File: src/design/btnar_pkg.sv
`timescale 1ns / 1ps
// Shared types and constants for the button auto-repeat front end.
// No dependencies; imported by button_autorepeat_sequence_frontend_top.
package btnar_pkg;

    localparam int NUM_BUTTONS = 8;
    localparam int CODE_W      = 4;
    localparam int CFG_REG_W   = 16;
    localparam int IDLE_W      = 32;
    localparam int DELTA_W     = 10;

    // input word kinds
    localparam logic [1:0] KIND_TICK      = 2'd0;
    localparam logic [1:0] KIND_CLEAR     = 2'd1;
    localparam logic [1:0] KIND_HIST_CLR  = 2'd2;

    // configuration register indexes
    localparam logic [1:0] CFG_HOLD_THRESH = 2'd0;
    localparam logic [1:0] CFG_REP_PERIOD  = 2'd1;
    localparam logic [1:0] CFG_REP_DELAY   = 2'd2;
    localparam logic [1:0] CFG_SPELL_SEQ   = 2'd3;

    localparam logic [CFG_REG_W-1:0] HOLD_THRESH_RST = 16'd500;
    localparam logic [CFG_REG_W-1:0] REP_PERIOD_RST  = 16'd100;
    localparam logic [CFG_REG_W-1:0] REP_DELAY_RST   = 16'd150;
    localparam int                   REP_DELAY_BASE  = 5;

    // history code that marks an empty slot
    localparam logic [CODE_W-1:0] CODE_EMPTY = CODE_W'(NUM_BUTTONS);

    typedef struct packed {
        logic [1:0]             kind;
        logic [NUM_BUTTONS-1:0] raw_buttons;
        logic                   screen_flipped;
        logic                   touch_active;
        logic [DELTA_W-1:0]     delta_ms;
    } t_in_word;

    typedef struct packed {
        logic [NUM_BUTTONS-1:0] pressed_mask;
        logic [NUM_BUTTONS-1:0] released_mask;
        logic [NUM_BUTTONS-1:0] held_mask;
        logic [NUM_BUTTONS-1:0] pulse_mask;
        logic                   spell_match;
        logic [IDLE_W-1:0]      idle_ms;
    } t_out_word;

endpackage

File: src/design/button_autorepeat_sequence_frontend_top.sv
`timescale 1ns / 1ps
// Button front end: edge detect, hold/repeat timers, press history match, idle timer.
// Depends on btnar_pkg for the word types, kinds and register indexes.
//
// Usage:
//   Input channel (i_in_valid / o_in_ready / i_in) carries one word per frame tick,
//   clear-and-suppress command or history-clear command. Every word yields exactly
//   one output word on o_out_valid / i_out_ready / o_out, describing the button
//   state after the word is applied.
//   Configuration channel (i_cfg_valid / o_cfg_ready / i_cfg_index / i_cfg_data) is
//   always ready; write it only while no word is in flight.
//   An accepted word is captured in the input register, processed in one combinational
//   pass and lands in the output register, which drives o_out_valid.
//   Throughput: one word per cycle while i_out_ready stays high; the input and output
//   registers form a two-stage pipeline, and the single pass over the 8 button lanes
//   and the history shift line sets the cycle.
//   Stall: when the receiver holds i_out_ready low, the output word holds, one more
//   word waits in the input register, then o_in_ready drops.
//   Reset: all timers and masks clear, the history fills with empty codes and the
//   registers return to their defaults; no words are in flight.
module button_autorepeat_sequence_frontend_top
    import btnar_pkg::*;
#(
    parameter int HISTORY_DEPTH = 10,
    parameter int TIME_WIDTH    = 16,
    localparam int SEQ_W  = CODE_W * HISTORY_DEPTH,
    localparam int CFG_DW = (SEQ_W > CFG_REG_W) ? SEQ_W : CFG_REG_W
) (
    input  logic              i_clk,
    input  logic              i_rst_n,
    input  logic              i_in_valid,
    output logic              o_in_ready,
    input  t_in_word          i_in,
    output logic              o_out_valid,
    input  logic              i_out_ready,
    output t_out_word         o_out,
    input  logic              i_cfg_valid,
    output logic              o_cfg_ready,
    input  logic [1:0]        i_cfg_index,
    input  logic [CFG_DW-1:0] i_cfg_data
);

    localparam int SW = ((TIME_WIDTH > CFG_REG_W) ? TIME_WIDTH : CFG_REG_W) + 1;
    localparam logic [TIME_WIDTH-1:0]  TIME_MAX  = '1;
    localparam logic [SEQ_W-1:0]       SEQ_RST   = {HISTORY_DEPTH{CODE_EMPTY}};
    localparam logic [NUM_BUTTONS-1:0] ALL_BTNS  = '1;

    // configuration
    logic [CFG_REG_W-1:0] r_hold_thresh;
    logic [CFG_REG_W-1:0] r_rep_period;
    logic [CFG_REG_W-1:0] r_rep_delay;
    logic [SEQ_W-1:0]     r_spell_seq;

    // pipeline
    logic      r_in_valid;
    t_in_word  r_in;
    logic      r_out_valid;
    t_out_word r_out;
    logic      w_advance;

    // button state
    logic [NUM_BUTTONS-1:0] r_down_now, n_down_now;
    logic [NUM_BUTTONS-1:0] r_down_before, n_down_before;
    logic [NUM_BUTTONS-1:0] r_supp, n_supp;
    logic [TIME_WIDTH-1:0]  r_hold [NUM_BUTTONS];
    logic [TIME_WIDTH-1:0]  n_hold [NUM_BUTTONS];
    logic [TIME_WIDTH-1:0]  r_phase [NUM_BUTTONS];
    logic [TIME_WIDTH-1:0]  n_phase [NUM_BUTTONS];
    logic [CODE_W-1:0]      r_hist [HISTORY_DEPTH];
    logic [CODE_W-1:0]      n_hist [HISTORY_DEPTH];
    logic [IDLE_W-1:0]      r_idle, n_idle;
    t_out_word              n_out;

    assign o_cfg_ready = 1'b1;
    assign w_advance   = r_in_valid && (!r_out_valid || i_out_ready);
    assign o_in_ready  = !r_in_valid || w_advance;
    assign o_out_valid = r_out_valid;
    assign o_out       = r_out;

    // next state and result in one pass
    always_comb begin
        logic [NUM_BUTTONS-1:0] m;
        logic [NUM_BUTTONS-1:0] new_press;
        logic [SW-1:0]          h_sum;
        logic [SW-1:0]          p_sum;
        logic [SW-1:0]          delay;
        logic [SW-1:0]          delay_min;
        logic [IDLE_W:0]        idle_sum;
        logic                   match;

        n_down_now    = r_down_now;
        n_down_before = r_down_before;
        n_supp        = r_supp;
        n_idle        = r_idle;
        n_hold        = r_hold;
        n_phase       = r_phase;
        n_hist        = r_hist;
        new_press     = '0;
        h_sum         = '0;
        p_sum         = '0;
        idle_sum      = '0;

        // flip swaps each adjacent pair of buttons
        m = r_in.raw_buttons;
        if (r_in.screen_flipped) begin
            for (int k = 0; k < NUM_BUTTONS / 2; k++) begin
                m[2*k]   = r_in.raw_buttons[2*k+1];
                m[2*k+1] = r_in.raw_buttons[2*k];
            end
        end

        case (r_in.kind)
            KIND_TICK: begin
                n_supp        = r_supp & m;
                n_down_before = r_down_now;
                n_down_now    = m & ~n_supp;
                new_press     = n_down_now & ~r_down_now;
                for (int i = 0; i < NUM_BUTTONS; i++) begin
                    h_sum = SW'(r_hold[i]) + SW'(r_in.delta_ms);
                    p_sum = SW'(r_phase[i]) + SW'(r_in.delta_ms);
                    if (!n_down_now[i]) begin
                        n_hold[i]  = '0;
                        n_phase[i] = '0;
                    end else begin
                        n_hold[i] = (h_sum > SW'(TIME_MAX)) ? TIME_MAX
                                                            : h_sum[TIME_WIDTH-1:0];
                        if (p_sum >= SW'(r_rep_period)) begin
                            n_phase[i] = '0;
                        end else if (p_sum > SW'(TIME_MAX)) begin
                            n_phase[i] = TIME_MAX;
                        end else begin
                            n_phase[i] = p_sum[TIME_WIDTH-1:0];
                        end
                    end
                    // shift in presses in ascending button order, newest at slot 0
                    if (new_press[i]) begin
                        for (int j = HISTORY_DEPTH - 1; j > 0; j--) begin
                            n_hist[j] = n_hist[j-1];
                        end
                        n_hist[0] = CODE_W'(i);
                    end
                end
                idle_sum = {1'b0, r_idle} + (IDLE_W + 1)'(r_in.delta_ms);
                if (m != '0 || r_in.touch_active) begin
                    n_idle = '0;
                end else if (idle_sum[IDLE_W]) begin
                    n_idle = '1;
                end else begin
                    n_idle = idle_sum[IDLE_W-1:0];
                end
            end
            KIND_CLEAR: begin
                n_down_now = '0;
                n_supp     = ALL_BTNS;
            end
            KIND_HIST_CLR: begin
                for (int j = 0; j < HISTORY_DEPTH; j++) begin
                    n_hist[j] = CODE_EMPTY;
                end
            end
            default: begin
            end
        endcase

        delay_min = SW'(r_rep_delay);
        delay     = SW'({r_in.delta_ms, 1'b0}) + SW'(REP_DELAY_BASE);
        if (delay < delay_min) begin
            delay = delay_min;
        end

        n_out.pressed_mask  = n_down_now & ~n_down_before;
        n_out.released_mask = n_down_before & ~n_down_now;
        for (int i = 0; i < NUM_BUTTONS; i++) begin
            n_out.held_mask[i]  = n_down_now[i] && (SW'(n_hold[i]) >= SW'(r_hold_thresh));
            if (SW'(n_hold[i]) < delay) begin
                n_out.pulse_mask[i] = n_down_now[i] && !n_down_before[i];
            end else begin
                n_out.pulse_mask[i] = n_down_now[i] && (n_phase[i] == '0);
            end
        end

        // newest slot pairs with the last sequence entry
        match = 1'b1;
        for (int s = 0; s < HISTORY_DEPTH; s++) begin
            if (n_hist[s] != r_spell_seq[CODE_W*(HISTORY_DEPTH-1-s) +: CODE_W]) begin
                match = 1'b0;
            end
        end
        n_out.spell_match = match;
        n_out.idle_ms     = n_idle;
    end

    always_ff @(posedge i_clk) begin
        if (!i_rst_n) begin
            r_in_valid    <= 1'b0;
            r_out_valid   <= 1'b0;
            r_hold_thresh <= HOLD_THRESH_RST;
            r_rep_period  <= REP_PERIOD_RST;
            r_rep_delay   <= REP_DELAY_RST;
            r_spell_seq   <= SEQ_RST;
            r_down_now    <= '0;
            r_down_before <= '0;
            r_supp        <= '0;
            r_idle        <= '0;
            for (int i = 0; i < NUM_BUTTONS; i++) begin
                r_hold[i]  <= '0;
                r_phase[i] <= '0;
            end
            for (int j = 0; j < HISTORY_DEPTH; j++) begin
                r_hist[j] <= CODE_EMPTY;
            end
        end else begin
            if (o_in_ready) begin
                r_in_valid <= i_in_valid;
            end
            if (w_advance) begin
                r_out_valid   <= 1'b1;
                r_down_now    <= n_down_now;
                r_down_before <= n_down_before;
                r_supp        <= n_supp;
                r_idle        <= n_idle;
                r_hold        <= n_hold;
                r_phase       <= n_phase;
                r_hist        <= n_hist;
            end else if (i_out_ready) begin
                r_out_valid <= 1'b0;
            end
            if (i_cfg_valid) begin
                case (i_cfg_index)
                    CFG_HOLD_THRESH: r_hold_thresh <= i_cfg_data[CFG_REG_W-1:0];
                    CFG_REP_PERIOD:  r_rep_period  <= i_cfg_data[CFG_REG_W-1:0];
                    CFG_REP_DELAY:   r_rep_delay   <= i_cfg_data[CFG_REG_W-1:0];
                    CFG_SPELL_SEQ:   r_spell_seq   <= i_cfg_data[SEQ_W-1:0];
                    default: begin
                    end
                endcase
            end
        end
    end

    // payload registers, no reset
    always_ff @(posedge i_clk) begin
        if (o_in_ready && i_in_valid) begin
            r_in <= i_in;
        end
        if (w_advance) begin
            r_out <= n_out;
        end
    end

    a_down_not_supp: assert property (@(posedge i_clk) disable iff (!i_rst_n)
        (r_down_now & r_supp) == '0)
        else $error("suppressed button reported down");

    a_edges_disjoint: assert property (@(posedge i_clk) disable iff (!i_rst_n)
        o_out_valid |-> (o_out.pressed_mask & o_out.released_mask) == '0)
        else $error("button both pressed and released");

    a_released_quiet: assert property (@(posedge i_clk) disable iff (!i_rst_n)
        o_out_valid |-> ((o_out.held_mask | o_out.pulse_mask) & o_out.released_mask) == '0)
        else $error("released button reported held or pulsing");

    a_clear_effect: assert property (@(posedge i_clk) disable iff (!i_rst_n)
        (w_advance && r_in.kind == KIND_CLEAR) |=> (r_down_now == '0 && r_supp == ALL_BTNS))
        else $error("clear word left buttons down or unsuppressed");

    a_advance_out: assert property (@(posedge i_clk) disable iff (!i_rst_n)
        w_advance |=> o_out_valid)
        else $error("processed word did not reach the output register");

endmodule
File: config.mk
export PLATFORM = sky130hd
export DESIGN_NAME = button_autorepeat_sequence_frontend_top
export DESIGN_NICKNAME = d
export VERILOG_FILES = /design/src/design/btnar_pkg.sv /design/src/design/button_autorepeat_sequence_frontend_top.sv
export SDC_FILE = /design/constraint.sdc
export NUM_CORES = 2
export LEC_CHECK = 0
export ABC_CLOCK_PERIOD_IN_PS = 7350
export BUFFER_PORTS_ARGS = -buffer_cell sky130_fd_sc_hd__buf_4
export CORE_MARGIN = 4
export CORE_UTILIZATION = 47
export CTS_CLUSTER_DIAMETER = 100
export CTS_CLUSTER_SIZE = 20
export DETAILED_ROUTE_END_ITERATION = 12
export PLACE_DENSITY_LB_ADDON = 0.2
export SYNTH_ARGS = -nofsm -noshare
export SYNTH_HDL_FRONTEND = slang
export SYNTH_SLANG_ARGS = --single-unit
File: constraint.sdc
create_clock -name i_clk -period 7.35 [get_ports i_clk]
set_input_delay 0.3675 -clock i_clk [delete_from_list [all_inputs] [get_ports i_clk]]
set_output_delay 0.3675 -clock i_clk [all_outputs]
set_load 0.05 [all_outputs]
# Word level (Yosys, flattened, before mapping)
# Cells that the tools add are included.
dict set report op_classes {
  add_sub_neg 18
  mul 0
  div 0
  magnitude_cmp 41
  n_eq_ne 15
  shift 0
  mux 70
  n_bitwise 9
  reduce_logical 58
}
# cell n
set op_table {}
lappend op_table {{$mux 16} 41}
lappend op_table {{$mux 40} 8}
lappend op_table {{$add 16x10->17} 16}
lappend op_table {{$gt 17x16->1 const B} 16}
lappend op_table {{$mux 128} 2}
lappend op_table {{$ge 17x16->1} 8}
lappend op_table {{$lt 16x17->1} 8}
lappend op_table {{$ge 16x16->1} 8}
lappend op_table {{$logic_not 16->1} 8}
lappend op_table {{$mux 32} 3}
lappend op_table {{$pmux 40 s2} 1}
lappend op_table {{$and 8x8->8} 5}
lappend op_table {{$ne 4x4->1} 10}
lappend op_table {{$add 32x10->33} 1}
lappend op_table {{$not 8->8} 4}
lappend op_table {{$pmux 8 s2} 2}
lappend op_table {{$logic_and 1x1->1} 26}
lappend op_table {{$lt 12x16->1} 1}
lappend op_table {{$mux 8} 2}
lappend op_table {{$add 11x3->12 const B} 1}
lappend op_table {{$mux 1} 11}
lappend op_table {{$logic_not 1->1} 10}
lappend op_table {{$reduce_and 2->1} 5}
lappend op_table {{$reduce_or 9->1} 1}
lappend op_table {{6 further kinds} 13}
dict set report totals {
  reg_bits 529
  latchBits 0
  ram_bits 0
  romBits 0
  output_inout_bits 68
  elab_cells 258
  mem_count 0
}

# Depth between registers and ports, before layout
dict set report logic_depth {
  word_depth 16
  mapped_depth 29
  ltp_nobuf 29
}

# Worst setup path after synthesis
# No wires, ideal clock.
dict set report synth_timing {
  path_kind {reg-to-reg}
  from {reg r_in[1] in the netlist's numbering}
  to {reg r_out, in the netlist o_out[47] (data pin)}
  setup_time_ps 254
  arrival_time_ps 6013
  t_required_ps 7096
  slack_ps 1082
  path_stages_with_launch 27
  path_buffers 0
  cell_sequence {edfxtp_1 inv_1 fa_1 nor2b_1 o21ai_0 a21boi_0 o21ai_0 a21boi_0 o21ai_0 a21boi_0 o31ai_1 or2_2 a21oi_1 a21o_1 ha_1 a21o_1 a21o_1 a21o_1 a21o_1 a21o_1 a21o_1 a21o_1 a21oi_1 nor2b_1 o21ai_0 a31oi_1 o21a_1}
}
# element line_no
set synth_rtl {}
lappend synth_rtl {{start: declaration} button_autorepeat_sequence_frontend_top.sv:56} ;# t_in_word r_in;
lappend synth_rtl {{start signal: assignment} button_autorepeat_sequence_frontend_top.sv:244} ;# r_in <= i_in;
lappend synth_rtl {{end signal: assignment} button_autorepeat_sequence_frontend_top.sv:247} ;# r_out <= n_out;
lappend synth_rtl {{end: declaration} button_autorepeat_sequence_frontend_top.sv:58} ;# t_out_word r_out;

==> results.toml <==
[sta]
setup_violations = 0
totalNegativeSetupSlack_ns = 0
final.period_utilization_pct = 85.44
finalWorstPathRequiredPeriod_ns = 6.280
unrepaired_setup_endpoints_after_global_routing = "no"
max_clock_freq_mhz = 159.2
worst_slew_pin_slew_ns = 1.128
report.final.hold_viol_count = 0
hold_slack_ns = 0.02583
drv_slew = 0
relSlewSlack_pct = 24.31
fin_worst_skew_ns = 0.04409

[detailed_routing]
wl_per_cell_um = 24.09
dr_total_vias = 46970
route.detailed.drc = 0
drtIter0Drc = 5612
drt_first_pass_iters = 6
remaining_antenna_violation_count = 0
drt-vias-per-instance = 6.449
post_route_wl_mm = 175.4

[yosys]
synthTopCellsByArea = "sky130_fd_sc_hd__dfxtp_1 (19%), sky130_fd_sc_hd__ha_1 (15%), sky130_fd_sc_hd__nand2_1 (6.6%)"
synth.yosys.seq_area_share_pct = 25.19
synth-edff-count = 87
netlist_instances = 5950
synth_seq_cells = 529
syn-num-nets = 6593
dominantRegCellSynth = "sky130_fd_sc_hd__dfxtp_1"
yosysUniqueCellTypes = 106
post-synth-top-area-cell = "sky130_fd_sc_hd__dfxtp_1"
ys_async_sr_fraction_pct = 0
yosysTopAreaCellShare_pct = 19.45
cell_area_synth_um2 = 45490
avgSynthCellArea_um2 = 7.646
synth-warning-count = 0

[hold_path]
holdCritPathClass = "in2reg"

[cells_and_area]
drive_gt1_share_pct = 6.966
mostFrequentLayoutCell = "sky130_fd_sc_hd__nand2_1"
stdcell_count = 7283
layout_common_cells = "sky130_fd_sc_hd__nand2_1 (791), sky130_fd_sc_hd__ha_1 (557), sky130_fd_sc_hd__nor2_1 (539)"
nets = 6633
postLayoutCoreUtil_pct = 51.87
flow.area_growth_from_synthesis_pct = 8.983

[global_routing]
grt_antenna_before_repair = 5
overflow = 0
grt_pass1_wl_mm = 262.9
grt.total_usage_pct = 32.74
pin_count_of_the_biggest_net_entering_global_routing = 159
grt_pass1_vias = 42720

[critical_path]
critical_path.n_buffers_inverters = 2
cp_max_fo = 23
cp-end-kind = "register"
path_delay_family = "compound AO/OA/AOI/OAI gates"
setup.worst_path.class = "reg2reg"
worst-r2r-setup-slack_ns = 1.07
timing.critical_path.required_ns = 7.76
critical-path-top-cell-by-count = "sky130_fd_sc_hd__a21oi_1"
crit_slowest_cell = "sky130_fd_sc_hd__edfxtp_1"
timing.critical_path.slowest_cell_delay_ns = 0.93
critical_path_arrival_ns = 6.69
worst_setup_path_start_kind = "register"

[clock_network]
tritoncts = "done"
clk-insertion-delay-late_ns = 0.65
cts_buffer_depth = 3
ctsHtreeMaxLevel = 2
cts_root_buffer = "sky130_fd_sc_hd__clkbuf_16"
clock-sinks = 529
cts-buffers-inserted = 36
worst_setup_hold_path_clk_slew_ns = 0.09

[floorplanning]
ios = 137
chipHeight_um = 319.1
die_w_um = 319.1
floorplan.die_area_um2 = 101800
core_area_um2 = 95580
initial_utilization_pct = 47.60
cell_row_count = 113

[place]
place.detailed.instances = 7159
globalplace.congestion = 1.020
detailedPlacementHpwl_mm = 123.8
port-buffer-count = 135

[power_and_ir_drop]
leak_pwr_nw = 20.80
fin_total_pwr_mw = 7.787
vdd_drop_max_mv = 0.1800
powerDensity_nw_per_um2 = 157.1

[run]
max-cap-violations = 0

[run_status]
status = "finished clean"
-- area by class of cell --
class | instances | area [µm²]
diodes | 3 | 7.507
clock buffers | 45 | 944.7
clock inverters | 18 | 187.7
fillers | 9313 | 46000
inverters | 208 | 795.8
multi-input cells | 4900 | 32050
flip-flops and latches | 529 | 11460
well taps | 1265 | 1583
repair buffers | 315 | 2547
-- final timing paths --
path	start	depth (start not counted)	endpoint
worst max-delay path	r_in[3]	27	o_out[33]
worst min register to register	r_hold_thresh[10]	2	r_hold_thresh[10]
worst max register to register	r_in[3]	27	o_out[33]
worst min-delay path	i_in[1]	1	r_in[1]
-- cells in the mapped netlist (18+ instances only) --
cell and number:
sky130_fd_sc_hd__nand2_1 794, sky130_fd_sc_hd__ha_1 557, sky130_fd_sc_hd__nor2_1 543, sky130_fd_sc_hd__a21oi_1 536, sky130_fd_sc_hd__dfxtp_1 442, sky130_fd_sc_hd__o21ai_0 434
sky130_fd_sc_hd__clkbuf_1 232, sky130_fd_sc_hd__inv_1 207, sky130_fd_sc_hd__nand3_1 161, sky130_fd_sc_hd__a22oi_1 153, sky130_fd_sc_hd__xnor2_1 150, sky130_fd_sc_hd__a21o_1 146
sky130_fd_sc_hd__nor3_1 115, sky130_fd_sc_hd__edfxtp_1 87, sky130_fd_sc_hd__a211oi_1 86, sky130_fd_sc_hd__nor2b_1 86, sky130_fd_sc_hd__nand2b_1 77, sky130_fd_sc_hd__nand4_1 73
sky130_fd_sc_hd__o21a_1 65, sky130_fd_sc_hd__a31oi_1 58, sky130_fd_sc_hd__o22ai_1 58, sky130_fd_sc_hd__o211ai_1 54, sky130_fd_sc_hd__xor2_1 52, sky130_fd_sc_hd__nor4_1 51
sky130_fd_sc_hd__o21bai_1 42, sky130_fd_sc_hd__a22o_1 39, sky130_fd_sc_hd__and3_1 37, sky130_fd_sc_hd__buf_1 35, sky130_fd_sc_hd__o31ai_1 35, sky130_fd_sc_hd__mux2i_1 33
sky130_fd_sc_hd__and2_1 31, sky130_fd_sc_hd__or4_1 30, sky130_fd_sc_hd__a21boi_0 29, sky130_fd_sc_hd__buf_2 27, sky130_fd_sc_hd__a221oi_1 24, sky130_fd_sc_hd__or3_1 24
sky130_fd_sc_hd__or2_2 23, sky130_fd_sc_hd__o221ai_1 21, sky130_fd_sc_hd__a211o_1 18
-- metrics by stage --
stage | worst slack (ns) | area (µm²)
6_report | 1.070 | 49580
5_1_grt | 0.5996 | 49580
4_1_cts | 1.233 | 49570
3_5_place_dp | 1.301 | 47860
3_3_place_gp | 1.377 | 47860
2_1_floorplan | 1.082 | 45490
-- sequential cells by signal (all words and copies together), names as in the netlist --
signal and flops:
o_out 65, o_out_valid 1, r_down_before 8, r_down_now 8, r_hist 40, r_hold 128, r_hold_thresh 16, r_idle 32
r_in 22, r_in_valid 1, r_phase 128, r_rep_delay 16, r_rep_period 16, r_spell_seq 40, r_supp 8
-- kinds of logic after synthesis --
logic type	count (synthesis)	synth area share (%)
DFF	529	25.19
buffers and inverters	521	4.599
xor gates and xnor gates	202	3.889
other	1	0.008243
adders and majority gates	574	16.07
muxes	53	1.257
AOI/OAI and AO/OA	1974	27.95
and+or+nand+nor	2096	21.04
-- worst register-to-register path, cell delays in order, from the launching register on --
cell                       delay, ns
sky130_fd_sc_hd__edfxtp_1       0.93
sky130_fd_sc_hd__and3_1         0.37
sky130_fd_sc_hd__and3_1         0.25
sky130_fd_sc_hd__nand3_1        0.11
sky130_fd_sc_hd__xnor2_1        0.20
sky130_fd_sc_hd__ha_1           0.30
sky130_fd_sc_hd__o21ai_0        0.07
sky130_fd_sc_hd__nand2b_1       0.07
sky130_fd_sc_hd__a21oi_1        0.06
sky130_fd_sc_hd__nor2b_1        0.12
sky130_fd_sc_hd__o221ai_1       0.13
sky130_fd_sc_hd__a21oi_1        0.15
sky130_fd_sc_hd__buf_4          0.26
sky130_fd_sc_hd__nor2_1         0.07
sky130_fd_sc_hd__a21oi_1        0.52
sky130_fd_sc_hd__buf_4          0.31
sky130_fd_sc_hd__ha_1           0.28
sky130_fd_sc_hd__a21o_1         0.18
sky130_fd_sc_hd__a21o_1         0.17
sky130_fd_sc_hd__a21oi_1        0.15
sky130_fd_sc_hd__nor2b_1        0.06
sky130_fd_sc_hd__o21ai_0        0.17
sky130_fd_sc_hd__nand2b_1       0.08
sky130_fd_sc_hd__a21oi_1        0.15
sky130_fd_sc_hd__o31ai_1        0.08
sky130_fd_sc_hd__a21oi_1        0.46
sky130_fd_sc_hd__o41ai_1        0.16
sky130_fd_sc_hd__and2_1         0.18
-- layer usage --
layer	global-route usage, %	part of all wire [%]	vias to the layer above
met5	0	0.0091	-
met4	16.23	5.8	2
met3	6.551	10	501
met2	49.42	42	2348
met1	44.56	42	22190
li1	-	-	21930
-- report_power, final --
part	total (mW)	internal, mW	switching [mW]
Sequential	3.14	3.03	0.114
Combinational	2.43	0.822	1.61
Clock	2.22	0.988	1.23
Total	7.79	4.84	2.95
-- repair_timing --
item / CTS / global route
endpoints found under the hold margin: 81 / 0
gates resized for setup: 0 / 0
buffers inserted: 0 / 0
hold buffers: 58 / 0
Note: power is estimated with default switching activity, not from simulation.
